### config.mk
export PLATFORM = sky130hd
export DESIGN_NAME = hcea_ctrl
export DESIGN_NICKNAME = d
export VERILOG_FILES = /design/src/hw/rtl/hcea_pkg.sv /design/src/hw/rtl/hcea_ctrl.sv
export SDC_FILE = /design/constraint.sdc
export NUM_CORES = 1
export LEC_CHECK = 0
export BUFFER_PORTS_ARGS = -buffer_cell sky130_fd_sc_hd__clkbuf_2
export CORE_AREA = 2 2 39 41
export CTS_CLUSTER_DIAMETER = 40
export DETAILED_ROUTE_END_ITERATION = 7
export DIE_AREA = 0 0 41 43
export PLACE_DENSITY = 0.66
export SLEW_MARGIN = 20
export SYNTH_ARGS = -nofsm -noshare
export SYNTH_HDL_FRONTEND = slang
export SYNTH_SLANG_ARGS = --single-unit
### constraint.sdc
create_clock -name clk -period 2.6 [get_ports clk]
set_input_delay 0.52 -clock clk [delete_from_list [all_inputs] [get_ports clk]]
set_output_delay 0.52 -clock clk [all_outputs]
set_load 0.005 [all_outputs]
### src/hw/rtl/hcea_pkg.sv
// shared types, constants and helpers for the hebbian context error augment block
`timescale 1ns / 1ps
`default_nettype none

package hcea_pkg;

	localparam int CTX_N     = 8;
	localparam int FRAC_BITS = 12;
	localparam int DW        = 16;
	localparam int SEL_W     = (CTX_N > 1) ? $clog2(CTX_N) : 1;
	localparam int OPW       = 2 * DW + 1 - FRAC_BITS;
	localparam int PW        = 2 * OPW;
	localparam int ACCW      = 36;
	localparam int SATW      = 40;
	localparam int LR_SHIFT  = 16;
	localparam int FLOOR_W   = 13;
	localparam int IN_W      = (2 + CTX_N) * DW;

	localparam logic [DW-1:0]      LEARN_RESET = 16'd197;
	localparam logic [FLOOR_W-1:0] FLOOR_RESET = 13'd614;

	localparam logic [SEL_W-1:0] SEL_LAST = SEL_W'(CTX_N - 1);

	typedef enum logic [1:0] {
		CFG_LEARN_RATE   = 2'd0,
		CFG_SENSOR_FLOOR = 2'd1
	} cfg_reg_t;

	typedef enum logic [1:0] {
		ST_IDLE,
		ST_RUN,
		ST_DONE
	} state_t;

	typedef enum logic [2:0] {
		PH_SQ,
		PH_ES,
		PH_LR,
		PH_DP,
		PH_WS
	} phase_t;

	typedef struct packed {
		logic             load;
		logic             step;
		phase_t           phase;
		logic [SEL_W-1:0] sel;
		logic             finish;
	} cmd_t;

	typedef struct packed {
		logic in_fire;
		logic out_free;
	} stat_t;

	function automatic logic signed [DW-1:0] sat16(input logic signed [SATW-1:0] x);
		logic signed [DW-1:0] r;
		if (x > SATW'(32767)) begin
			r = 16'sh7fff;
		end else if (x < -SATW'(32768)) begin
			r = 16'sh8000;
		end else begin
			r = x[DW-1:0];
		end
		return r;
	endfunction

endpackage

`default_nettype wire

### src/hw/rtl/hcea_ctrl.sv
// sequencer stepping both lanes through five multiply phases per sensor
`timescale 1ns / 1ps
`default_nettype none

module hcea_ctrl
	import hcea_pkg::*;
(
	input  wire logic  clk,
	input  wire logic  arst_n,
	input  wire stat_t stat,
	output logic       busy,
	output cmd_t       cmd
);

	state_t           state_q, state_d;
	phase_t           phase_q, phase_d;
	logic [SEL_W-1:0] sel_q, sel_d;

	always_ff @(posedge clk or negedge arst_n) begin
		if (!arst_n) begin
			state_q <= ST_IDLE;
			phase_q <= PH_SQ;
			sel_q   <= '0;
		end else begin
			state_q <= state_d;
			phase_q <= phase_d;
			sel_q   <= sel_d;
		end
	end

	always_comb begin
		state_d    = state_q;
		phase_d    = phase_q;
		sel_d      = sel_q;
		busy       = 1'b1;
		cmd.load   = 1'b0;
		cmd.step   = 1'b0;
		cmd.phase  = phase_q;
		cmd.sel    = sel_q;
		cmd.finish = 1'b0;
		unique case (state_q)
			ST_IDLE: begin
				busy = 1'b0;
				if (stat.in_fire) begin
					cmd.load = 1'b1;
					phase_d  = PH_SQ;
					sel_d    = '0;
					state_d  = ST_RUN;
				end
			end
			ST_RUN: begin
				cmd.step = 1'b1;
				unique case (phase_q)
					PH_SQ: phase_d = PH_ES;
					PH_ES: phase_d = PH_LR;
					PH_LR: phase_d = PH_DP;
					PH_DP: phase_d = PH_WS;
					PH_WS: begin
						phase_d = PH_SQ;
						if (sel_q == SEL_LAST) begin
							state_d = ST_DONE;
						end else begin
							sel_d = sel_q + SEL_W'(1);
						end
					end
					default: phase_d = PH_SQ;
				endcase
			end
			ST_DONE: begin
				if (stat.out_free) begin
					cmd.finish = 1'b1;
					state_d    = ST_IDLE;
				end
			end
			default: state_d = ST_IDLE;
		endcase
	end

endmodule

`default_nettype wire

==> reports/metrics.yaml, run 1 <==
switchingPower_mw: 0.212
yosysTopAreaCell: "dfrtp_1"
dp_cells: 75
p_comb_share_pct: 41.4
clockPowerShare_pct: 16.4
finalSetupViolCount: 0
r2r_end: "sel_q[1]"
startpoint: "state_q[0]"
antenna_left: 0
yosysSeqAreaShare_pct: 43.0
slew_violations: 0
ys.flop_type: "dfrtp_1"
muxShareOfSynthArea_pct: 4.57
ir_drop_mv: 0.299
yosys-top-cells-area: "dfrtp_1 (43%), o211ai_1 (8.1%), ha_1 (5.4%), nand2b_1 (4.0%), nand2_1 (3.2%)"
area_delta_synth_final_pct: 20.7
placed_area_um2: 539
synth_most_common_cell: "dfrtp_1"
io_pins: 14
grt_pass1_vias: 348
vias: 411
core_area_um2: 1380
grt_pass1_wl_um: 1400
ys_ff_latch: 8
cts_num_sinks: 8
wl_per_cell_um: 11.6
multiInputGateArea_um2: 243
synth.distinct_cells: 24
drt_iter0_markers: 6
htree_num_levels: 1
cts_hold_buffers: 0
cts_buffers: 3
max_slew_margin_pct: 76.0
place_congestion: 0.643
synth_top_family_by_area: "simple AND/OR/NAND/NOR gates"
whs_ns: 0.102
ys_warn_count: 0
critical_path_arrival_ns: 1.39
final_cell_area_um2: 562
initial_core_util_pct: 33.6
p_int_mw: 0.365
r2r.worst_path.cells: 3
p_per_area_nw_per_um2: 1030
synth_xor_area_share_pct: 0
r2r-start: "state_q[0]"
fin_crit_ns: 1.91
first_pass_iters: 6
criticalPathCategory: "flip-flop to primary output"
drive_gt1_share_pct: 30.6
port_buffers: 13
synthSimpleGateAreaFrac_pct: 23.1
synth_compound_area_share_pct: 19.1
worstMarginPinSlew_ns: 0.359
avgViaCountPerCell: 5.27
syn_nets: 54
antenna_found_initial: 0
grt_start_max_net_pins: 14
cp_max_fo: 13
layout.cells.non_filler: 78
seq_power_share_pct: 42.2
cts.clk_slew.worst_paths_ns: 0.05
cts_resized: 0
post_cts_buffers: 0
synth_commonest_cells: "dfrtp_1 (8), o211ai_1 (5), nand2_1 (4), nor2_1 (4)"
fillers: 143
synthCells: 48
seqCellArea_um2: 200
endpoint: "cmd[8]"
p_leak_nw: 0.267
maxCapViolCount: 0
rsz0062_at_grt: "no"
synth_edf_count: 0
finClkSkew_ns: 0.00272
crit_path_end_kind: "primary output"
hold_class: "input port to asynchronous set/reset pin"
ys_async_sr_fraction_pct: 100
syn-mean-instance-area_um2: 9.70
cts_tree: "yes"
die_area_um2: 1760
cts-root-buf: "clkbuf_4"
hold_violations: 0
period_share_pct: 73.4
die_x_um: 41
grt_usage_pct: 12.3
n_antenna_cell: 0
max-clock-path-buffers: 2
syn_area_um2: 465
clk_latency_ns: 0.25
hpwlAfterDp_um: 704
synth_top_area_share_pct: 43.0
fp.dieH_um: 43
nets: 70
overflow: 0
crit_required_ns: 2.08
start_kind: "flip-flop"
synthAdderAreaFrac_pct: 5.38
outcome: "completed"
drc: 0
drt_wl_total_um: 906
clock.fmax_mhz: 524
total_power_mw: 0.577
std_cell_rows: 14
fin_tns_setup_ns: 0
switching_share_pct: 36.8
r2r_slack_ns: 1.21
[kinds of logic (layout without fill, tap and decap cells)]
kind of cell               count (synthesis)  after routing
adders and majority gates                  2              2
DFF                                        8              8
and+or+nand+nor                           19             19
muxes                                      2              2
AOI/OAI and AO/OA                         12             12
buffers and inverters                      5             19
[layout make-up]
type / count / area share [%]
repair buffers: 13 / 11.6
multi-input cells: 35 / 43.2
flip-flops and latches: 8 / 35.6
inverters: 3 / 2.00
clock buffers: 3 / 4.01
well taps: 16 / 3.56
[layout by cell type (no fill, tap or decap), types with 3 or more instances in the layout]
| cell type | instances |
|---|---|
| clkbuf_2 | 13 |
| dfrtp_1 | 8 |
| o211ai_1 | 5 |
| nor2_1 | 4 |
| nand2_1 | 4 |
| nand2b_1 | 3 |
| inv_1 | 3 |
| clkbuf_4 | 3 |
[routing by layer]
layer / track usage, % / up-vias / share of wire (%)
li1: - / 205 / -
met1: 13.4 / 191 / 45
met2: 17.8 / 11 / 47
met3: 3.14 / 4 / 3.4
met4: 12.0 / 0 / 4.3
met5: 0 / - / 0
[sequential cells by signal, summed over array words and instances, names as in the netlist]
name,count
phase_q,3
sel_q,3
state_q,2
[stage by stage]
stage          setup slack [ns]  utilization [%]
3_5_place_dp              0.894             39.0
4_1_cts                   0.683             40.6
5_1_grt                   0.614             40.6
2_1_floorplan              1.10                -
3_3_place_gp              0.913             39.0
6_report                  0.691             40.6
[critical path: stages (launching register included)]
cell	delay, ns
dfrtp_1	0.50
or3b_1	0.46
inv_1	0.07
clkbuf_2	0.10
[power by group through the flow]
stage	logic [mW]	clock network [mW]	registers, mW
3_5_place_dp	0.245	0	0.245
5_1_grt	0.275	0.107	0.256
3_3_place_gp	0.239	0	0.244
2_1_floorplan	0.166	0	0.236
6_report	0.239	0.0944	0.244
4_1_cts	0.245	0.0984	0.244
[worst min-delay path by stage]
stage	startpoint	endpoint	slack, ns	cells past startpoint
floorplan	arst_n	phase_q[0]	0.22	0
global placement	arst_n	state_q[1]	0.38	1
detailed placement	arst_n	state_q[1]	0.38	1
CTS	arst_n	sel_q[2]	0.11	1
global route	arst_n	sel_q[2]	0.1	1
finish	arst_n	state_q[0]	0.10	1
Note: power is estimated with default switching activity, not from simulation.
==> inputs of run 2 (changes only) <==
Clock period 2.6 ns to 1.9 ns, I/O delays scaled along.
==> reports/metrics.yaml, run 2 (synthesized netlist as in run 1, its figures left out) <==
wl_per_cell_um: 12.0
grt_pass1_vias: 334
layout_commonest_cell: "clkbuf_2"
maxCapViolCount: 0
min_path_cells: 2
overflow: 0
cts_tree: "yes"
fp.dieH_um: 43
cts_resized: 0
grt_usage_pct: 12.9
n_antenna_cell: 0
first_pass_iters: 4
cp_max_fo: 13
multiInputGateArea_um2: 243
placed_area_um2: 539
clk_latency_ns: 0.25
rsz0062_at_grt: "no"
holdCritStartpoint: "stat[0]"
drt_wl_total_um: 946
area_delta_synth_final_pct: 22.8
cts-root-buf: "clkbuf_4"
clock.fmax_mhz: 566
outcome: "completed"
top_regs: "phase_q (3), sel_q (3), state_q (2)"
port_buffers: 13
place_congestion: 0.695
p_leak_nw: 0.271
start_kind: "flip-flop"
fin_tns_setup_ns: 0
nets: 71
antenna_left: 0
critical_path_arrival_ns: 1.39
r2r-start: "state_q[0]"
r2r.worst_path.cells: 3
vias: 421
die_area_um2: 1760
slew_violations: 0
drt_iter0_markers: 6
cts.clk_slew.worst_paths_ns: 0.05
htree_num_levels: 1
r2r_slack_ns: 0.53
slowest_stage: "dfrtp_1"
drive_gt1_share_pct: 30.2
max_stage_delay_ns: 0.50
fin_crit_ns: 1.77
max_slew_margin_pct: 77.0
drc: 0
antenna_found_initial: 0
period_share_pct: 92.9
core_area_um2: 1380
r2r_end: "sel_q[1]"
crit_required_ns: 1.52
hold_class: "input port to flip-flop"
finClkSkew_ns: 0.000832
io_pins: 14
hpwlAfterDp_um: 718
std_cell_rows: 14
grt_start_max_net_pins: 14
cts_buffers: 3
crit_path_end_kind: "primary output"
avgViaCountPerCell: 5.33
whs_endpoint: "state_q[1]"
seqCellArea_um2: 200
max-clock-path-buffers: 2
cts_num_sinks: 8
criticalPathCategory: "flip-flop to primary output"
die_x_um: 41
grt_pass1_wl_um: 1400
critical_path.cell_chain: "or3b_1 > inv_1 > clkbuf_2"
hold_violations: 0
initial_core_util_pct: 33.6
final_cell_mix: "clkbuf_2 (13), dfrtp_1 (8), o211ai_1 (5), nor2_1 (4), nand2_1 (4)"
fillers: 156
p_per_area_nw_per_um2: 1400
finalSetupViolCount: 0
ir_drop_mv: 0.531
final_cell_area_um2: 572
worstMarginPinSlew_ns: 0.344
[run 2: cell types whose count changed in the layout (fill, tap and decap cells not counted)]
cell / previous run / this run
dlygate4sd3_1: 0 / 1
[run 2: final cells by class]
class	count	share of cell area [%]
Inverter	3	1.97
Clock buffer	3	3.94
Sequential cell	8	35.0
Timing Repair Buffer	14	13.1
Multi-Input combinational cell	35	42.5
Tap cell	16	3.50
[run 2: timing repair]
action | in CTS | in global routing
buffers inserted | 0 | 0
endpoints found under the hold margin | 8 | 0
hold buffers | 1 | 0
[run 2: worst max path at each step]
stage	end	slack, ns	from
global route	cmd[8]	0.08	state_q[0]
detailed placement	cmd[8]	0.41	state_q[0]
floorplan	cmd[8]	0.62	state_q[1]
CTS	cmd[8]	0.13	state_q[0]
finish	cmd[8]	0.13	state_q[0]
global placement	cmd[8]	0.44	state_q[0]
[run 2: per-stage QoR]
stage,setup slack (ns),power (mW),cells,util [%],hold WS [ns]
6_report,0.134,0.798,79,41.3,0.327
5_1_grt,0.0759,0.881,79,41.3,0.331
4_1_cts,0.133,0.814,79,41.3,0.322
3_5_place_dp,0.409,0.677,75,39.0,0.238
3_3_place_gp,0.440,0.662,75,39.0,0.240
2_1_floorplan,0.621,0.550,48,-,0.0844
[run 2: worst max-delay path: cells and delay by family, from the launching register on]
| kind | cells | cell delay, ns |
|---|---|---|
| and+or+nand+nor | 1 | 0.46 |
| buffers and inverters | 2 | 0.17 |
| DFF | 1 | 0.50 |
[run 2: power by group]
group	internal [mW]	switching (mW)	total, mW
logic	0.189	0.143	0.332
clock network	0.0723	0.0578	0.130
registers	0.239	0.0966	0.336
total	0.501	0.297	0.798
[run 2: per-layer routing]
| layer | up-vias | part of all wire (%) | global-route usage, % |
|---|---|---|---|
| met5 | - | 0 | 0 |
| met4 | 0 | 3.1 | 12.0 |
| met3 | 4 | 6.0 | 4.71 |
| met2 | 15 | 45 | 17.8 |
| met1 | 193 | 46 | 14.2 |
| li1 | 209 | - | - |
==> inputs of run 3 (changes only) <==
Settings changed: REMOVE_ABC_BUFFERS set to 1.
==> reports/metrics.yaml, run 3 (synthesized netlist as in run 1, its figures left out) <==
outcome: "completed"
hold_violations: 0
drc: 0
port_buffers: 13
finClkSkew_ns: 0.00700
die_area_um2: 1760
fin_crit_ns: 1.78
io_pins: 14
cts_resized: 0
initial_core_util_pct: 33.6
hpwlAfterDp_um: 694
antenna_left: 0
drt_iter0_markers: 7
grt_pass1_wl_um: 1770
total_power_mw: 0.799
crit_path_end_kind: "primary output"
core_area_um2: 1380
start_kind: "flip-flop"
p_per_area_nw_per_um2: 1400
max_slew_margin_pct: 76.1
max-clock-path-buffers: 2
worstMarginPinSlew_ns: 0.358
post_cts_buffers: 0
grt_usage_pct: 14.9
std_cell_rows: 14
fp.dieH_um: 43
rsz0062_at_grt: "no"
slew_violations: 0
cts-root-buf: "clkbuf_4"
ir_drop_mv: 0.716
drive_gt1_share_pct: 30.2
fin_util_pct: 41.3
cp_max_fo: 13
antenna_found_initial: 0
n_antenna_cell: 0
placed_area_um2: 539
critical_path_arrival_ns: 1.40
avgViaCountPerCell: 5.25
final_cell_mix: "clkbuf_2 (13), dfrtp_1 (8), o211ai_1 (5), nor2_1 (4), nand2_1 (4)"
crit_required_ns: 1.52
layout_commonest_cell: "clkbuf_2"
htree_num_levels: 1
clock.fmax_mhz: 561
die_x_um: 41
cts_buffers: 3
vias: 415
cts_num_sinks: 8
maxCapViolCount: 0
grt_pass1_vias: 383
final_cell_area_um2: 572
overflow: 0
p_leak_nw: 0.271
criticalPathCategory: "flip-flop to primary output"
whs_ns: 0.342
cts.clk_slew.worst_paths_ns: 0.06
grt_start_max_net_pins: 14
finalSetupViolCount: 0
wl_per_cell_um: 12.3
first_pass_iters: 4
area_delta_synth_final_pct: 22.8
period_share_pct: 93.8
fin_tns_setup_ns: 0
cts_tree: "yes"
top_regs: "phase_q (3), sel_q (3), state_q (2)"
drt_wl_total_um: 969
clk_latency_ns: 0.26
place_congestion: 0.747
hold_class: "input port to flip-flop"
nets: 71
[run 3: cell counts in the layout (fill, tap and decap cells not counted)]
No cell type changed its count.
[run 3: cell type report]
type / instances / area [um^2]
clock buffer: 3 / 22.5
fill: 134 / 812
inverter: 3 / 11.3
multi-input combinational: 35 / 243
sequential: 8 / 200
tap: 16 / 20.0
timing repair buffer: 14 / 75.1
[run 3: through the flow]
stage / instances / worst slack (ns)
2_1_floorplan: 46 / 0.566
5_1_grt: 79 / 0.0262
6_report: 79 / 0.118
3_5_place_dp: 75 / 0.399
4_1_cts: 79 / 0.112
3_3_place_gp: 75 / 0.429
[run 3: report_power, final]
part | total, mW | internal [mW] | leakage [nW] | switching (mW)
clock | 0.132 | 0.0724 | 0.0138 | 0.0593
sequential | 0.334 | 0.239 | 0.0966 | 0.0952
combinational | 0.332 | 0.190 | 0.160 | 0.143
[run 3: routing by layer]
layer | wire length [um] | GRT usage (%)
met5 | 0 | 0
met3 | 67 | 5.24
met1 | 480 | 22.9
met2 | 405 | 17.5
met4 | 14 | 8.00
[run 3: worst paths after layout]
| kind | slack, ns | cells past startpoint | startpoint | to |
|---|---|---|---|---|
| max in group asynchronous | 1.21 | 2 | arst_n | phase_q[0] |
| min reg2reg | 0.58 | 1 | phase_q[2] | phase_q[2] |
| min | 0.34 | 2 | stat[0] | state_q[1] |
| min in group asynchronous | 0.50 | 2 | arst_n | phase_q[2] |
| max | 0.12 | 3 | state_q[0] | cmd[8] |
| max reg2reg | 0.51 | 3 | state_q[0] | sel_q[1] |
[run 3: what timing repair did]
action,in CTS,in global routing
hold buffers,1,0
setup endpoints to repair,0,0
endpoints found under the hold margin,8,0
[run 3: critical path, cell delays in order, from the launching register on]
cell and delay (ns):
dfrtp_1 0.50, or3b_1 0.46, inv_1 0.07, clkbuf_2 0.10
